==> src/gpm_pkg.sv <==
// Shared types and constants for the gyro pointer mapper.
// Holds field widths, register indexes, action codes and the control/status structs.
// No dependencies.
package gpm_pkg;

    localparam int POS_W      = 13;
    localparam int ACT_W      = 2;
    localparam int DZ_W       = 10;
    localparam int FS_W       = 17;
    localparam int HALF_W     = 12;
    localparam int ANG_W      = FS_W + 1;
    localparam int CFG_IDX_W  = 2;
    localparam int CFG_DATA_W = 17;

    localparam logic [ACT_W-1:0] ACT_NONE = 2'd0;
    localparam logic [ACT_W-1:0] ACT_DOWN = 2'd1;
    localparam logic [ACT_W-1:0] ACT_UP   = 2'd2;

    localparam logic [CFG_IDX_W-1:0] REG_DEAD_ZONE   = 2'd0;
    localparam logic [CFG_IDX_W-1:0] REG_FULL_SCALE  = 2'd1;
    localparam logic [CFG_IDX_W-1:0] REG_HALF_WIDTH  = 2'd2;
    localparam logic [CFG_IDX_W-1:0] REG_HALF_HEIGHT = 2'd3;

    localparam logic [DZ_W-1:0]   DEAD_ZONE_RST   = 10'd10;
    localparam logic [FS_W-1:0]   FULL_SCALE_RST  = 17'd128000;
    localparam logic [HALF_W-1:0] HALF_WIDTH_RST  = 12'd960;
    localparam logic [HALF_W-1:0] HALF_HEIGHT_RST = 12'd540;

    // Which job the shared divider is doing.
    typedef enum logic [1:0] {
        SEL_BIAS_V,
        SEL_BIAS_H,
        SEL_MAP_X,
        SEL_MAP_Y
    } div_sel_t;

    typedef struct packed {
        logic     calib_add;
        logic     track_off;
        logic     capture;
        logic     accumulate;
        logic     clamp;
        logic     div_start;
        div_sel_t div_sel;
        logic     out_load;
    } gpm_cmd_t;

    typedef struct packed {
        logic calibrating;
        logic calib_last;
        logic div_done;
        logic out_free;
    } gpm_status_t;

endpackage

==> src/gpm_channels.sv <==
// Valid/ready channel interfaces for gyro samples in and cursor words out.
// Depends on nothing; widths follow the field list of the block.
interface gpm_sample_if #(parameter int RATE_BITS = 16);
    logic                        valid;
    logic                        ready;
    logic signed [RATE_BITS-1:0] rate_vertical;
    logic signed [RATE_BITS-1:0] rate_horizontal;
    logic                        track_held;
    logic                        click_held;

    modport source (output valid, rate_vertical, rate_horizontal, track_held, click_held,
                    input ready);
    modport sink   (input valid, rate_vertical, rate_horizontal, track_held, click_held,
                    output ready);
endinterface

interface gpm_cursor_if;
    logic        valid;
    logic        ready;
    logic [12:0] cursor_x;
    logic [12:0] cursor_y;
    logic [1:0]  mouse_action;

    modport source (output valid, cursor_x, cursor_y, mouse_action, input ready);
    modport sink   (input valid, cursor_x, cursor_y, mouse_action, output ready);
endinterface

==> src/gpm_div.sv <==
// Iterative restoring divider, one quotient bit per cycle.
// Caller guarantees num < den * 2**QUO_W. No package dependency.
module gpm_div #(
    parameter int DEN_W = 17,
    parameter int QUO_W = 16
) (
    input  logic                   clk,
    input  logic                   rst_n,
    input  logic                   start,
    input  logic [DEN_W+QUO_W-1:0] num,
    input  logic [DEN_W-1:0]       den,
    output logic                   busy,
    output logic                   done,
    output logic [QUO_W-1:0]       quotient
);

    localparam int NUM_W = DEN_W + QUO_W;
    localparam int CNT_W = $clog2(QUO_W);

    logic [DEN_W-1:0] rem_reg;
    logic [QUO_W-1:0] quo_reg;
    logic [DEN_W-1:0] den_reg;
    logic [CNT_W-1:0] cnt_reg;
    logic             busy_reg;
    logic             done_reg;

    logic [DEN_W:0] trial;
    logic [DEN_W:0] diff;
    logic           fits;

    always_comb
    begin
        trial = {rem_reg, quo_reg[QUO_W-1]};
        fits  = trial >= {1'b0, den_reg};
        diff  = trial - {1'b0, den_reg};
    end

    always_ff @(posedge clk or negedge rst_n)
    begin
        if (!rst_n)
        begin
            busy_reg <= 1'b0;
            done_reg <= 1'b0;
            cnt_reg  <= '0;
        end
        else
        begin
            done_reg <= 1'b0;
            if (start)
            begin
                busy_reg <= 1'b1;
                cnt_reg  <= CNT_W'(QUO_W - 1);
            end
            else if (busy_reg)
            begin
                if (cnt_reg == '0)
                begin
                    busy_reg <= 1'b0;
                    done_reg <= 1'b1;
                end
                else
                begin
                    cnt_reg <= cnt_reg - 1'b1;
                end
            end
        end
    end

    // Shift the low numerator bits out as quotient bits shift in.
    always_ff @(posedge clk)
    begin
        if (start)
        begin
            rem_reg <= num[NUM_W-1:QUO_W];
            quo_reg <= num[QUO_W-1:0];
            den_reg <= den;
        end
        else if (busy_reg)
        begin
            rem_reg <= fits ? diff[DEN_W-1:0] : trial[DEN_W-1:0];
            quo_reg <= {quo_reg[QUO_W-2:0], fits};
        end
    end

    assign busy     = busy_reg;
    assign done     = done_reg;
    assign quotient = quo_reg;

endmodule

==> src/gpm_datapath.sv <==
// Datapath of the gyro pointer mapper: calibration sums, biases, angles,
// click tracking, the shared divider and the output register. Uses gpm_pkg, gpm_div.
module gpm_datapath
    import gpm_pkg::*;
#(
    parameter int CALIB_SAMPLES = 10,
    parameter int RATE_BITS     = 16
) (
    input  logic                        clk,
    input  logic                        rst_n,
    input  gpm_cmd_t                    cmd,
    output gpm_status_t                 status,
    input  logic [DZ_W-1:0]             dead_zone,
    input  logic [FS_W-1:0]             full_scale,
    input  logic [HALF_W-1:0]           half_width,
    input  logic [HALF_W-1:0]           half_height,
    input  logic signed [RATE_BITS-1:0] rate_vertical,
    input  logic signed [RATE_BITS-1:0] rate_horizontal,
    input  logic                        click_held,
    input  logic                        out_ready,
    output logic                        out_valid,
    output logic [POS_W-1:0]            cursor_x,
    output logic [POS_W-1:0]            cursor_y,
    output logic [ACT_W-1:0]            mouse_action
);

    localparam int CNT_W   = $clog2(CALIB_SAMPLES + 1);
    localparam int SUM_W   = RATE_BITS + $clog2(CALIB_SAMPLES);
    localparam int D_W     = RATE_BITS + 1;
    localparam int ACC_W   = ((ANG_W > D_W) ? ANG_W : D_W) + 1;
    localparam int QUO_W   = (POS_W > RATE_BITS) ? POS_W : RATE_BITS;
    localparam int DEN_W   = FS_W;
    localparam int NUM_W   = DEN_W + QUO_W;
    localparam int AVG_DIV = CALIB_SAMPLES - 1;
    localparam int PROD_W  = HALF_W + ANG_W;

    logic [CNT_W-1:0]            calib_count_reg;
    logic signed [SUM_W-1:0]     sum_v_reg;
    logic signed [SUM_W-1:0]     sum_h_reg;
    logic signed [RATE_BITS-1:0] bias_v_reg;
    logic signed [RATE_BITS-1:0] bias_h_reg;
    logic signed [D_W-1:0]       d_v_reg;
    logic signed [D_W-1:0]       d_h_reg;
    logic                        press_reg;
    logic signed [ACC_W-1:0]     acc_v_reg;
    logic signed [ACC_W-1:0]     acc_h_reg;
    logic signed [ANG_W-1:0]     angle_v_reg;
    logic signed [ANG_W-1:0]     angle_h_reg;
    logic                        tracking_prev_reg;
    logic                        button_was_down_reg;
    logic [ACT_W-1:0]            action_code_reg;
    div_sel_t                    sel_reg;
    logic [POS_W-1:0]            pos_x_reg;
    logic [POS_W-1:0]            pos_y_reg;
    logic                        out_valid_reg;
    logic [POS_W-1:0]            cursor_x_reg;
    logic [POS_W-1:0]            cursor_y_reg;
    logic [ACT_W-1:0]            act_out_reg;

    logic signed [ACC_W-1:0] dv_ext, dh_ext, mag_v, mag_h, dz_ext, fs_ext;
    logic signed [ACC_W-1:0] acc_v_next, acc_h_next;
    logic signed [SUM_W-1:0] sum_pick;
    logic signed [SUM_W:0]   sum_ext;
    logic [SUM_W:0]          sum_mag;
    logic [NUM_W-1:0]        bias_num;
    logic signed [ANG_W-1:0] map_angle;
    logic [HALF_W-1:0]       map_half;
    logic signed [ANG_W:0]   span;
    logic [ANG_W-1:0]        span_u;
    logic [PROD_W-1:0]       map_num;
    logic                    is_bias;
    logic [NUM_W-1:0]        div_num;
    logic [DEN_W-1:0]        div_den;
    logic                    div_busy;
    logic                    div_done;
    logic [QUO_W-1:0]        quotient;
    logic [RATE_BITS-1:0]    q_bias;

    function automatic logic signed [ANG_W-1:0] clamp_angle(
        input logic signed [ACC_W-1:0] a,
        input logic signed [ACC_W-1:0] fs
    );
        logic signed [ACC_W-1:0] r;
        r = a;
        if (a >= fs)
            r = fs;
        else if (a < -fs)
            r = -fs;
        return r[ANG_W-1:0];
    endfunction

    // Dead zone on the bias-removed rates, then accumulate.
    always_comb
    begin
        dv_ext     = ACC_W'(d_v_reg);
        dh_ext     = ACC_W'(d_h_reg);
        mag_v      = dv_ext[ACC_W-1] ? -dv_ext : dv_ext;
        mag_h      = dh_ext[ACC_W-1] ? -dh_ext : dh_ext;
        dz_ext     = signed'(ACC_W'(dead_zone));
        fs_ext     = signed'(ACC_W'(full_scale));
        acc_v_next = (press_reg ? '0 : ACC_W'(angle_v_reg)) + ((mag_v > dz_ext) ? dv_ext : '0);
        acc_h_next = (press_reg ? '0 : ACC_W'(angle_h_reg)) + ((mag_h > dz_ext) ? dh_ext : '0);
    end

    // Divider operands: rounded average or position scaling.
    always_comb
    begin
        is_bias   = (cmd.div_sel == SEL_BIAS_V) || (cmd.div_sel == SEL_BIAS_H);
        sum_pick  = (cmd.div_sel == SEL_BIAS_V) ? sum_v_reg : sum_h_reg;
        sum_ext   = (SUM_W+1)'(sum_pick);
        sum_mag   = unsigned'(sum_ext[SUM_W] ? -sum_ext : sum_ext);
        bias_num  = NUM_W'({sum_mag, 1'b0}) + NUM_W'(AVG_DIV);
        map_angle = (cmd.div_sel == SEL_MAP_X) ? angle_h_reg : angle_v_reg;
        map_half  = (cmd.div_sel == SEL_MAP_X) ? half_width : half_height;
        span      = $signed((ANG_W+1)'(full_scale)) - (ANG_W+1)'(map_angle);
        span_u    = span[ANG_W-1:0];
        map_num   = map_half * span_u;
        div_num   = is_bias ? bias_num : NUM_W'(map_num);
        div_den   = is_bias ? DEN_W'(2 * AVG_DIV) : full_scale;
        q_bias    = quotient[RATE_BITS-1:0];
    end

    gpm_div #(
        .DEN_W (DEN_W),
        .QUO_W (QUO_W)
    ) u_div (
        .clk      (clk),
        .rst_n    (rst_n),
        .start    (cmd.div_start),
        .num      (div_num),
        .den      (div_den),
        .busy     (div_busy),
        .done     (div_done),
        .quotient (quotient)
    );

    always_ff @(posedge clk or negedge rst_n)
    begin
        if (!rst_n)
        begin
            calib_count_reg     <= '0;
            sum_v_reg           <= '0;
            sum_h_reg           <= '0;
            tracking_prev_reg   <= 1'b0;
            button_was_down_reg <= 1'b0;
            action_code_reg     <= ACT_NONE;
            out_valid_reg       <= 1'b0;
        end
        else
        begin
            if (cmd.calib_add)
            begin
                // drop the first sample
                if (calib_count_reg != '0)
                begin
                    sum_v_reg <= sum_v_reg + SUM_W'(rate_vertical);
                    sum_h_reg <= sum_h_reg + SUM_W'(rate_horizontal);
                end
                calib_count_reg <= calib_count_reg + 1'b1;
            end
            if (cmd.track_off)
                tracking_prev_reg <= 1'b0;
            if (cmd.capture)
            begin
                tracking_prev_reg <= 1'b1;
                if (click_held)
                begin
                    action_code_reg     <= ACT_DOWN;
                    button_was_down_reg <= 1'b1;
                end
                else if (button_was_down_reg)
                begin
                    action_code_reg     <= ACT_UP;
                    button_was_down_reg <= 1'b0;
                end
            end
            if (cmd.out_load)
                out_valid_reg <= 1'b1;
            else if (out_ready)
                out_valid_reg <= 1'b0;
        end
    end

    always_ff @(posedge clk)
    begin
        if (cmd.capture)
        begin
            d_v_reg   <= D_W'(rate_vertical) - D_W'(bias_v_reg);
            d_h_reg   <= D_W'(rate_horizontal) - D_W'(bias_h_reg);
            press_reg <= !tracking_prev_reg;
        end
        if (cmd.accumulate)
        begin
            acc_v_reg <= acc_v_next;
            acc_h_reg <= acc_h_next;
        end
        if (cmd.clamp)
        begin
            angle_v_reg <= clamp_angle(acc_v_reg, fs_ext);
            angle_h_reg <= clamp_angle(acc_h_reg, fs_ext);
        end
        if (cmd.div_start)
            sel_reg <= cmd.div_sel;
        if (div_done)
        begin
            unique case (sel_reg)
                SEL_BIAS_V: bias_v_reg <= sum_v_reg[SUM_W-1] ? -q_bias : q_bias;
                SEL_BIAS_H: bias_h_reg <= sum_h_reg[SUM_W-1] ? -q_bias : q_bias;
                SEL_MAP_X:  pos_x_reg  <= (full_scale == '0) ? POS_W'(half_width)
                                                               : quotient[POS_W-1:0];
                SEL_MAP_Y:  pos_y_reg  <= (full_scale == '0) ? POS_W'(half_height)
                                                               : quotient[POS_W-1:0];
                default:    pos_y_reg  <= pos_y_reg;
            endcase
        end
        if (cmd.out_load)
        begin
            cursor_x_reg <= pos_x_reg;
            cursor_y_reg <= pos_y_reg;
            act_out_reg  <= action_code_reg;
        end
    end

    always_comb
    begin
        status.calibrating = calib_count_reg != CNT_W'(CALIB_SAMPLES);
        status.calib_last  = calib_count_reg == CNT_W'(CALIB_SAMPLES - 1);
        status.div_done    = div_done && !div_busy;
        status.out_free    = !out_valid_reg || out_ready;
    end

    assign out_valid    = out_valid_reg;
    assign cursor_x     = cursor_x_reg;
    assign cursor_y     = cursor_y_reg;
    assign mouse_action = act_out_reg;

endmodule

==> src/gpm_ctrl.sv <==
// Sequencer of the gyro pointer mapper: input handshake, calibration,
// tracking steps and divider jobs. Uses gpm_pkg; drives gpm_datapath.
module gpm_ctrl
    import gpm_pkg::*;
(
    input  logic        clk,
    input  logic        rst_n,
    input  logic        in_valid,
    input  logic        in_track,
    output logic        in_ready,
    input  gpm_status_t status,
    output gpm_cmd_t    cmd
);

    localparam logic [3:0] ST_IDLE     = 4'd0;
    localparam logic [3:0] ST_START_BV = 4'd1;
    localparam logic [3:0] ST_WAIT_BV  = 4'd2;
    localparam logic [3:0] ST_WAIT_BH  = 4'd3;
    localparam logic [3:0] ST_ACC      = 4'd4;
    localparam logic [3:0] ST_CLAMP    = 4'd5;
    localparam logic [3:0] ST_START_X  = 4'd6;
    localparam logic [3:0] ST_WAIT_X   = 4'd7;
    localparam logic [3:0] ST_WAIT_Y   = 4'd8;
    localparam logic [3:0] ST_PUSH     = 4'd9;

    logic [3:0] state_reg;
    logic [3:0] state_next;

    always_comb
    begin
        cmd        = '0;
        state_next = state_reg;
        in_ready   = state_reg == ST_IDLE;
        unique case (state_reg)
            ST_IDLE:
            begin
                if (in_valid)
                begin
                    if (status.calibrating)
                    begin
                        cmd.calib_add = 1'b1;
                        if (status.calib_last)
                            state_next = ST_START_BV;
                    end
                    else if (!in_track)
                    begin
                        cmd.track_off = 1'b1;
                    end
                    else
                    begin
                        cmd.capture = 1'b1;
                        state_next  = ST_ACC;
                    end
                end
            end
            ST_START_BV:
            begin
                cmd.div_start = 1'b1;
                cmd.div_sel   = SEL_BIAS_V;
                state_next    = ST_WAIT_BV;
            end
            ST_WAIT_BV:
            begin
                if (status.div_done)
                begin
                    cmd.div_start = 1'b1;
                    cmd.div_sel   = SEL_BIAS_H;
                    state_next    = ST_WAIT_BH;
                end
            end
            ST_WAIT_BH:
            begin
                if (status.div_done)
                    state_next = ST_IDLE;
            end
            ST_ACC:
            begin
                cmd.accumulate = 1'b1;
                state_next     = ST_CLAMP;
            end
            ST_CLAMP:
            begin
                cmd.clamp  = 1'b1;
                state_next = ST_START_X;
            end
            ST_START_X:
            begin
                cmd.div_start = 1'b1;
                cmd.div_sel   = SEL_MAP_X;
                state_next    = ST_WAIT_X;
            end
            ST_WAIT_X:
            begin
                if (status.div_done)
                begin
                    cmd.div_start = 1'b1;
                    cmd.div_sel   = SEL_MAP_Y;
                    state_next    = ST_WAIT_Y;
                end
            end
            ST_WAIT_Y:
            begin
                if (status.div_done)
                    state_next = ST_PUSH;
            end
            ST_PUSH:
            begin
                // hold until the output register frees up
                if (status.out_free)
                begin
                    cmd.out_load = 1'b1;
                    state_next   = ST_IDLE;
                end
            end
            default:
            begin
                state_next = ST_IDLE;
            end
        endcase
    end

    always_ff @(posedge clk or negedge rst_n)
    begin
        if (!rst_n)
            state_reg <= ST_IDLE;
        else
            state_reg <= state_next;
    end

endmodule

==> src/gyro_pointer_mapper.sv <==
// Top level of the gyro pointer mapper: configuration registers, sequencer
// and datapath. Uses gpm_pkg, gpm_channels, gpm_ctrl, gpm_datapath.
//
// Takes two-axis gyro rate words with track and click buttons and returns
// absolute cursor words. The first CALIB_SAMPLES words after reset only
// calibrate: the first is dropped, the rest are averaged per axis (rounded to
// nearest) into a bias; the last one also starts two divider passes, one per
// axis, and the block takes no further word until both are done. The divider
// takes Q = max(13, RATE_BITS) steps per pass. After that, a word with
// track_held low is taken without leaving idle and gives no result. A word
// with track_held high gives one cursor word: the block steps through
// accumulate and clamp, then two passes through the single shared restoring
// divider (one quotient bit per cycle) for x and y. A finished cursor word
// sits in an output register, so the next gyro word can be taken while the
// sink stalls; the block holds only if a second result is ready before the
// first one is taken. The rising edge of track_held clears both angles;
// each angle is clamped to +-full_scale and mapped to
// half - angle*half/full_scale. mouse_action reports 1 while click is held,
// 2 after release until the next click (0 before the first click).
// Configuration is written through cfg_we, cfg_index and cfg_data; the user
// must do so only while the block is idle, as the block does not enforce it.
module gyro_pointer_mapper
    import gpm_pkg::*;
#(
    parameter int CALIB_SAMPLES = 10,
    parameter int RATE_BITS     = 16
) (
    input  logic                  clk,
    input  logic                  rst_n,
    gpm_sample_if.sink            sample,
    gpm_cursor_if.source          cursor,
    input  logic                  cfg_we,
    input  logic [CFG_IDX_W-1:0]  cfg_index,
    input  logic [CFG_DATA_W-1:0] cfg_data
);

    logic [DZ_W-1:0]   dead_zone_reg;
    logic [FS_W-1:0]   full_scale_reg;
    logic [HALF_W-1:0] half_width_reg;
    logic [HALF_W-1:0] half_height_reg;

    gpm_cmd_t    cmd;
    gpm_status_t status;
    logic        in_ready;

    // Configuration registers; every index of the port maps to a register.
    always_ff @(posedge clk or negedge rst_n)
    begin
        if (!rst_n)
        begin
            dead_zone_reg   <= DEAD_ZONE_RST;
            full_scale_reg  <= FULL_SCALE_RST;
            half_width_reg  <= HALF_WIDTH_RST;
            half_height_reg <= HALF_HEIGHT_RST;
        end
        else if (cfg_we)
        begin
            unique case (cfg_index)
                REG_DEAD_ZONE:   dead_zone_reg   <= cfg_data[DZ_W-1:0];
                REG_FULL_SCALE:  full_scale_reg  <= cfg_data[FS_W-1:0];
                REG_HALF_WIDTH:  half_width_reg  <= cfg_data[HALF_W-1:0];
                REG_HALF_HEIGHT: half_height_reg <= cfg_data[HALF_W-1:0];
                default:         dead_zone_reg   <= dead_zone_reg;
            endcase
        end
    end

    // Sequencer: owns the input handshake and steps the datapath.
    gpm_ctrl u_ctrl (
        .clk      (clk),
        .rst_n    (rst_n),
        .in_valid (sample.valid),
        .in_track (sample.track_held),
        .in_ready (in_ready),
        .status   (status),
        .cmd      (cmd)
    );

    // Datapath: calibration, accumulation, scaling and the output register.
    gpm_datapath #(
        .CALIB_SAMPLES (CALIB_SAMPLES),
        .RATE_BITS     (RATE_BITS)
    ) u_datapath (
        .clk             (clk),
        .rst_n           (rst_n),
        .cmd             (cmd),
        .status          (status),
        .dead_zone       (dead_zone_reg),
        .full_scale      (full_scale_reg),
        .half_width      (half_width_reg),
        .half_height     (half_height_reg),
        .rate_vertical   (sample.rate_vertical),
        .rate_horizontal (sample.rate_horizontal),
        .click_held      (sample.click_held),
        .out_ready       (cursor.ready),
        .out_valid       (cursor.valid),
        .cursor_x        (cursor.cursor_x),
        .cursor_y        (cursor.cursor_y),
        .mouse_action    (cursor.mouse_action)
    );

    assign sample.ready = in_ready;

endmodule

==> src/flat_wrapper.sv <==
// flat-port wrapper written by rule: the top's interface ports become plain ports
module gyro_pointer_mapper_flat import gpm_pkg::*;
#(
    parameter int CALIB_SAMPLES = 10,
    parameter int RATE_BITS     = 16
)
  (clk, rst_n, cfg_we, cfg_index, cfg_data, sample_valid, sample_rate_vertical, sample_rate_horizontal, sample_track_held, sample_click_held, sample_ready, cursor_valid, cursor_cursor_x, cursor_cursor_y, cursor_mouse_action, cursor_ready);
  gpm_sample_if #(.RATE_BITS(RATE_BITS)) sample_i ();
  gpm_cursor_if cursor_i ();
  input  logic clk;
  input  logic rst_n;
  input  logic cfg_we;
  input  logic [CFG_IDX_W-1:0] cfg_index;
  input  logic [CFG_DATA_W-1:0] cfg_data;
  input wire logic [$bits(sample_i.valid)-1:0] sample_valid;
  input wire logic [$bits(sample_i.rate_vertical)-1:0] sample_rate_vertical;
  input wire logic [$bits(sample_i.rate_horizontal)-1:0] sample_rate_horizontal;
  input wire logic [$bits(sample_i.track_held)-1:0] sample_track_held;
  input wire logic [$bits(sample_i.click_held)-1:0] sample_click_held;
  output wire logic [$bits(sample_i.ready)-1:0] sample_ready;
  output wire logic [$bits(cursor_i.valid)-1:0] cursor_valid;
  output wire logic [$bits(cursor_i.cursor_x)-1:0] cursor_cursor_x;
  output wire logic [$bits(cursor_i.cursor_y)-1:0] cursor_cursor_y;
  output wire logic [$bits(cursor_i.mouse_action)-1:0] cursor_mouse_action;
  input wire logic [$bits(cursor_i.ready)-1:0] cursor_ready;
  assign sample_i.valid = sample_valid;
  assign sample_i.rate_vertical = sample_rate_vertical;
  assign sample_i.rate_horizontal = sample_rate_horizontal;
  assign sample_i.track_held = sample_track_held;
  assign sample_i.click_held = sample_click_held;
  assign sample_ready = sample_i.ready;
  assign cursor_valid = cursor_i.valid;
  assign cursor_cursor_x = cursor_i.cursor_x;
  assign cursor_cursor_y = cursor_i.cursor_y;
  assign cursor_mouse_action = cursor_i.mouse_action;
  assign cursor_i.ready = cursor_ready;
  gyro_pointer_mapper #(.CALIB_SAMPLES(CALIB_SAMPLES), .RATE_BITS(RATE_BITS)) u_core (.clk(clk), .rst_n(rst_n), .sample(sample_i), .cursor(cursor_i), .cfg_we(cfg_we), .cfg_index(cfg_index), .cfg_data(cfg_data));
endmodule
==> config.mk <==
export PLATFORM = sky130hd
export DESIGN_NAME = gyro_pointer_mapper_flat
export DESIGN_NICKNAME = d
export VERILOG_FILES = /design/src/gpm_pkg.sv /design/src/gpm_channels.sv /design/src/gpm_div.sv /design/src/gpm_datapath.sv /design/src/gpm_ctrl.sv /design/src/gyro_pointer_mapper.sv /design/src/flat_wrapper.sv
export SDC_FILE = /design/constraint.sdc
export NUM_CORES = 2
export LEC_CHECK = 0
export BUFFER_PORTS_ARGS = -buffer_cell sky130_fd_sc_hd__buf_2
export CAP_MARGIN = 20
export CORE_ASPECT_RATIO = 1.1
export CORE_MARGIN = 4
export CORE_UTILIZATION = 57
export DETAILED_ROUTE_END_ITERATION = 10
export GPL_ROUTABILITY_DRIVEN = 0
export PLACE_DENSITY = 0.84
export SLEW_MARGIN = 30
export SYNTH_ARGS = -nofsm -noshare
export SYNTH_HDL_FRONTEND = slang
export SYNTH_SLANG_ARGS = --single-unit
==> constraint.sdc <==
create_clock -name clk -period 13.1 [get_ports clk]
set_clock_uncertainty 0.1 [all_clocks]
set_input_delay 0 -clock clk [delete_from_list [all_inputs] [get_ports clk]]
set_output_delay 0 -clock clk [all_outputs]
set_load 0.05 [all_outputs]
### Yosys cells after proc, flatten, opt, wreduce, memory -nomap -nowiden

Cells that the tools add are included.

| operators by class | value |
|---|---|
| add/subtract/negate cells | 16 |
| $mul | 1 |
| $lt $le $gt $ge | 7 |
| eq/ne operators | 28 |
| muxes and demuxes | 63 |
| reduce and logical (&&, ||, !) cells | 29 |

Operators with widths:

| operator | number |
|---|---|
| 19-bit two-way mux | 6 |
| 17-bit two-way mux | 5 |
| 16-bit two-way mux | 4 |
| 17-bit negation with 19-bit output | 3 |
| 18-bit two-way mux | 3 |
| 4-bit two-way mux | 12 |
| 20-bit by 16-bit adder with 20-bit output | 2 |
| 4-bit one-hot mux with 10 select lines | 1 |
| 19-bit adder | 2 |
| 19-bit by 18-bit >= comparator with 1-bit output | 2 |
| 19-bit by 11-bit > comparator with 1-bit output | 2 |
| 19-bit less-than comparator | 2 |
| 12-bit two-way mux | 3 |
| 16-bit by 16-bit subtractor with 17-bit output | 2 |
| 12-bit by 18-bit multiplier with 30-bit output | 1 |
| 30-bit two-way mux | 1 |
| 22-bit by 4-bit adder with 23-bit output, second input constant | 1 |
| 2-bit AND reduction | 11 |
| 21-bit two-way mux | 1 |
| 20-bit negation with 21-bit output | 1 |
| 20-bit two-way mux | 1 |
| 18-bit by 17-bit >= comparator with 1-bit output | 1 |
| 1-bit two-way mux | 18 |
| 18-bit subtractor | 1 |
| other kinds (27) | 58 |

| word-level totals | value |
|---|---|
| flip-flop bits (word level) | 357 |
| bits of input ports | 58 |
| output and inout port bits | 30 |
| logic and storage cells | 181 |

### Depth between registers and ports, before layout

| depth | value |
|---|---|
| depth in word-level cells | 11 |
| mapped depth | 37 |
| depth with buffers taken out | 34 |

### Hierarchy

Synthesis repeated with hierarchy kept, for this count alone.

| second synthesis, totals | value |
|---|---|
| cell total of the unflattened synthesis | 3588 |
| area total of the unflattened synthesis | 33783.7 um2 |

By module, submodules not included:

| module | instances | cells an instance | area an instance (um2) | seq. area each (um2) |
|---|---|---|---|---|
| gpm_datapath | 1 | 3118 | 27895.5 | 7141.8 |
| gpm_div | 1 | 304 | 3375.7 | 1651.6 |
| gyro_pointer_mapper | 1 | 110 | 2074.5 | 1296.2 |
| gpm_ctrl | 1 | 56 | 437.9 | 100.1 |

### Worst setup path after synthesis

No wires, ideal clock.

| path | value |
|---|---|
| path type | flip-flop to flip-flop |
| start point | register u_core.u_ctrl.state_reg[0] |
| end point | register u_core.u_datapath.u_div.rem_reg[12], data pin |
| setup time | 0.296 ns |
| data arrival time | 8.553 ns |
| data required time | 12.704 ns |
| path slack | 4.151 ns |
| stages on the path, launching flop included | 34 |
| path buffers | 5 |
| period minus slack after synthesis | 8.949 ns |
| cells stage by stage | dfrtp_1 -> buf_4 -> and4bb_1 -> buf_6 -> clkbuf_1 -> buf_1 -> mux2i_1 -> ha_1 -> a21o_1 -> a31o_2 -> a211oi_1 -> nor3_1 -> o31a_1 -> o21a_1 -> clkbuf_1 -> or3b_2 -> fa_1 -> inv_1 -> fa_1 -> fa_1 -> fa_1 -> inv_1 -> fa_1 -> inv_1 -> ha_1 -> nand2_1 -> nor2_1 -> and4_1 -> a221o_1 -> a41oi_1 -> o21bai_1 -> a21oi_1 -> xor2_1 -> o22ai_1 |

| on the way | value |
|---|---|
| cells in the longest elaborated chain, start to end | 8 |
| elaborated cells on any way between the ends | 15 |
| classes of those cells | add/sub: 1; mul: 1; eq/ne: 6; mux: 5; reduce/logical: 2 |

Ends and longest elaborated chain:

| element | RTL line | text |
|---|---|---|
| start, declared | gpm_ctrl.sv:26 | `logic [3:0] state_reg;` |
| start signal, assigned | gpm_ctrl.sv:127 | `state_reg <= state_next;` |
| 4-bit by 3-bit == test with 1-bit output (tied with other cells) | gpm_ctrl.sv:34 | `unique case (state_reg)` |
| 3-bit one-hot mux with 4 select lines (*) | gpm_ctrl.sv:34 |  |
| 2-bit == test | gpm_datapath.sv:113, gpm_datapath.sv:114 |  |
| 18-bit two-way mux | gpm_datapath.sv:113 | `map_angle = (cmd.div_sel == SEL_MAP_X) ? angle_h_reg : angle_v_reg;` |
| 18-bit subtractor | gpm_datapath.sv:115 | `span = $signed((ANG_W+1)'(full_scale)) - (ANG_W+1)'(map_angle);` |
| 12-bit by 18-bit multiplier with 30-bit output | gpm_datapath.sv:117 | `map_num = map_half * span_u;` |
| 30-bit two-way mux | gpm_datapath.sv:118 | `div_num = is_bias ? bias_num : NUM_W'(map_num);` |
| 17-bit two-way mux (*) | gpm_div.sv:72 | `if (start)` |
| end signal, assigned | gpm_div.sv:74 | `rem_reg <= num[NUM_W-1:QUO_W];` |
| end signal, assigned | gpm_div.sv:80 | `rem_reg <= fits ? diff[DEN_W-1:0] : trial[DEN_W-1:0];` |
| end, declared | gpm_div.sv:20 | `logic [DEN_W-1:0] rem_reg;` |

Every way passes the cells marked *; elsewhere a longest branch is shown, timed or not.
A chain may end at the register's enable or synchronous reset.

### Final worst setup path

| path | value |
|---|---|
| start point | register u_core.u_ctrl.state_reg[0] |
| end point | register u_core.u_datapath.u_div.rem_reg[13], data pin |

Same word-level chain as after synthesis.

==> flow_summary.yaml <==
logic_synthesis:
  synth_nets: 3854
  syn_avg_cell_area_um2: 9.60
  ys_warn_count: 0
  synth-xor-area-share_pct: 6.60
  synth_top_family_by_area: "adder cells"
  synthSimpleGateAreaFrac_pct: 15.9
  synth_edf_count: 247
  syn-cell-area_um2: 31900
  synth-main-ff-cell: "edfxtp_1"
  synth_fa_ha_area_share_pct: 22.7
  synth_compound_area_share_pct: 12.9
  synth.ff_latch_count: 357
  synth_cell_types: 83
  postSynth.asyncResetShare_pct: 30.8
  synth_seq_area_share_pct: 32.0
  synth_cells: 3318
  synth.area.mux_share_pct: 4.76
cts:
  htree_num_levels: 2
  clockBufferDepth: 3
  numClockSinks: 357
  cts_tree: "built"
  clk_latency_ns: 0.61
  cts_resized: 0
  cts_setup_buffers: 0
  root_buffer: "clkbuf_16"
  clkTransAtPathRegs_ns: 0.07
  cts_made_buffers: 42
critical_path:
  r2r-start: "u_core.u_ctrl.state_reg[0]"
  cp_num_buf_inv: 4
  crit_top_cell: "fa_1"
  crit_family: "adder cells"
  critPathArrivalTime_ns: 10.18
  cpMaxStageDelayCell: "buf_4"
  path_class: "reg -> reg"
  required_ns: 13.33
  critical_path.max_fanout: 32
  reg2regPathDepth: 29
  regToRegEndpoint: "u_core.u_datapath.u_div.rem_reg[13]"
  ff2ff_setup_slack_ns: 3.15
  slowest_delay_ns: 0.59
  critPathLaunchType: "flop"
  end_kind: "flop"
timing:
  worstMarginPinSlew_ns: 1.00
  final_hold_viol_count: 0
  slew_viol_final: 0
  fin_setup_tns_ns: 0
  layout_min_cycle_time_ns: 9.95
  setup_violations: 0
  rsz0062_at_grt: "no"
  slew_headroom_pct: 32.6
  fin_crit_sh_pct: 76.0
  holdWs_ns: 0.0323
  max_freq_ghz: 0.100
flow_run:
  drv_cap: 0
min_path:
  holdPathStages: 5
  min_to: "u_core.u_datapath.action_code_reg[1]"
  hold_path_class: "in -> reg"
  hold_start: "sample_track_held"
grt:
  antenna_found_initial: 2
  grt_pass1_wl_um: 144000
  globalRouteOverflowTotal: 0
  grt_usage_pct: 30.5
  grt_pass1_vias: 26500
  grt_max_degree: 78
die:
  die-area_um2: 59700
  initial_utilization_pct: 57.9
  die_w_um: 233
  rows: 90
  die_h_um: 256
  coreArea_um2: 55100
  ios: 88
drt:
  ant_nets: 0
  totalWireLength_um: 92500
  drc_errors: 0
  wl_per_cell_um: 21.9
  detail_route.vias_per_cell: 6.26
  drtIter0Drc: 2515
  drt-pass1-iter-count: 8
  via_count: 26500
final_layout:
  nets: 3998
  area_growth_pct: 11.6
  final_layout_size_suffix_gt1_share_pct: 9.04
placement:
  dp_hpwl_um: 68000
  io_buffers: 87
outcome:
  outcome: "complete, no violations"
==> cells by family after synthesis <==
logic type | count (synthesis)
DFF | 357
and+or+nand+nor | 1041
muxes | 144
AOI/OAI and AO/OA | 635
adders and majority gates | 478
buffers and inverters | 423
xor gates and xnor gates | 240
==> placed cells by master, fill, tap and decap left out, types with 17 or more instances in the layout <==
cell type,instances
nand2_1,361
and3_1,22
a21oi_1,148
a21o_1,60
buf_2,86
nand4_1,21
nor2b_1,109
mux2_2,59
o21a_1,32
a31oi_1,19
o21ai_0,155
o21bai_1,17
clkbuf_16,45
buf_4,25
ha_1,310
nor2_1,203
mux2i_1,79
o31ai_1,25
inv_1,329
xnor2_1,166
xor2_1,69
edfxtp_1,247
nand2b_1,67
or3_1,38
nor3_1,68
a211oi_1,24
fa_1,168
and2_1,30
nand3_1,42
dfrtp_1,94
dlygate4sd3_1,76
==> final cells by class <==
type	instances	area (µm²)
tap	736	921
multi-input combinational	2538	20200
timing repair buffer	194	1490
fill	4068	19500
clock buffer	53	1210
inverter	329	1230
clock inverter	25	299
antenna	2	5.00
sequential	357	10200
==> how the worst max path moves through the flow <==
stage,from,end,slack (ns),depth (start not counted)
floorplan,u_core.u_ctrl.state_reg[0],u_core.u_datapath.u_div.rem_reg[12],4.15,33
global placement,u_core.u_ctrl.state_reg[0],u_core.u_datapath.u_div.rem_reg[13],3.91,29
detailed placement,u_core.u_ctrl.state_reg[0],u_core.u_datapath.u_div.rem_reg[13],3.58,29
CTS,u_core.u_ctrl.state_reg[0],u_core.u_datapath.u_div.rem_reg[13],3.54,29
global route,u_core.u_ctrl.state_reg[0],u_core.u_datapath.u_div.rem_reg[13],2.77,29
finish,u_core.u_ctrl.state_reg[0],u_core.u_datapath.u_div.rem_reg[13],3.15,29
==> through the flow <==
stage                     setup WS [ns]  util, %  std cells  instance area (µm²)
final                              3.15     64.6       4234                35600
after global routing               2.77     64.6       4232                35500
after global placement             3.91     60.1       4072                33100
after detailed placement           3.58     60.3       4077                33200
after floorplan                    4.15        -       3318                31900
after CTS                          3.54     64.5       4232                35500
==> worst min-delay path, stage by stage <==
cell     delay, ns
buf_2         0.12
inv_1         0.06
nor3_2        0.04
buf_4         0.26
a21oi_1       0.19
==> cells in the mapped netlist (7+ instances only) <==
master / count / share of area, %
nand3_1: 42 / 0.66
a21oi_1: 150 / 2.4
nand4_1: 21 / 0.41
inv_1: 329 / 3.9
or2_2: 10 / 0.20
nor2_1: 204 / 2.4
a21o_1: 60 / 1.4
clkbuf_1: 71 / 0.84
dfrtp_1: 94 / 7.4
nand3b_1: 7 / 0.16
a31oi_1: 19 / 0.37
fa_1: 168 / 11
a22oi_1: 10 / 0.24
o41ai_1: 9 / 0.25
mux2i_1: 85 / 2.7
xor2_1: 71 / 2.0
xnor2_1: 169 / 4.6
or3_1: 38 / 0.75
o21ai_0: 155 / 2.4
o21a_1: 32 / 0.75
edfxtp_1: 247 / 23
nor3b_1: 11 / 0.26
nor3_1: 71 / 1.1
nor2b_1: 109 / 2.1
nand2b_1: 67 / 1.3
mux2_2: 59 / 2.1
ha_1: 310 / 12
a21boi_0: 14 / 0.33
nand2_1: 362 / 4.3
a2bb2oi_1: 16 / 0.44
buf_1: 15 / 0.18
dfstp_2: 16 / 1.3
o22ai_1: 16 / 0.31
and2_1: 30 / 0.59
a211oi_1: 24 / 0.57
o21bai_1: 17 / 0.40
a221oi_1: 7 / 0.19
and3_1: 22 / 0.43
o211ai_1: 10 / 0.24
nor4_1: 15 / 0.29
o31ai_1: 26 / 0.61
==> layer usage <==
layer | vias to the layer above | global-route usage, % | share of wire, %
met4 | 0 | 21.0 | 8.9
li1 | 11900 | - | -
met2 | 1583 | 49.3 | 46
met1 | 12600 | 37.3 | 36
met3 | 428 | 5.12 | 9.0
met5 | - | 0 | 0
==> timing repair <==
item	4_1_cts	5_1_grt
hold buffers	77	0
endpoints found under the hold margin	167	0
endpoints found under the setup margin	0	0
Power is not shown: default switching activity piles up to over one toggle a cycle in this logic, so the estimate is an artifact.
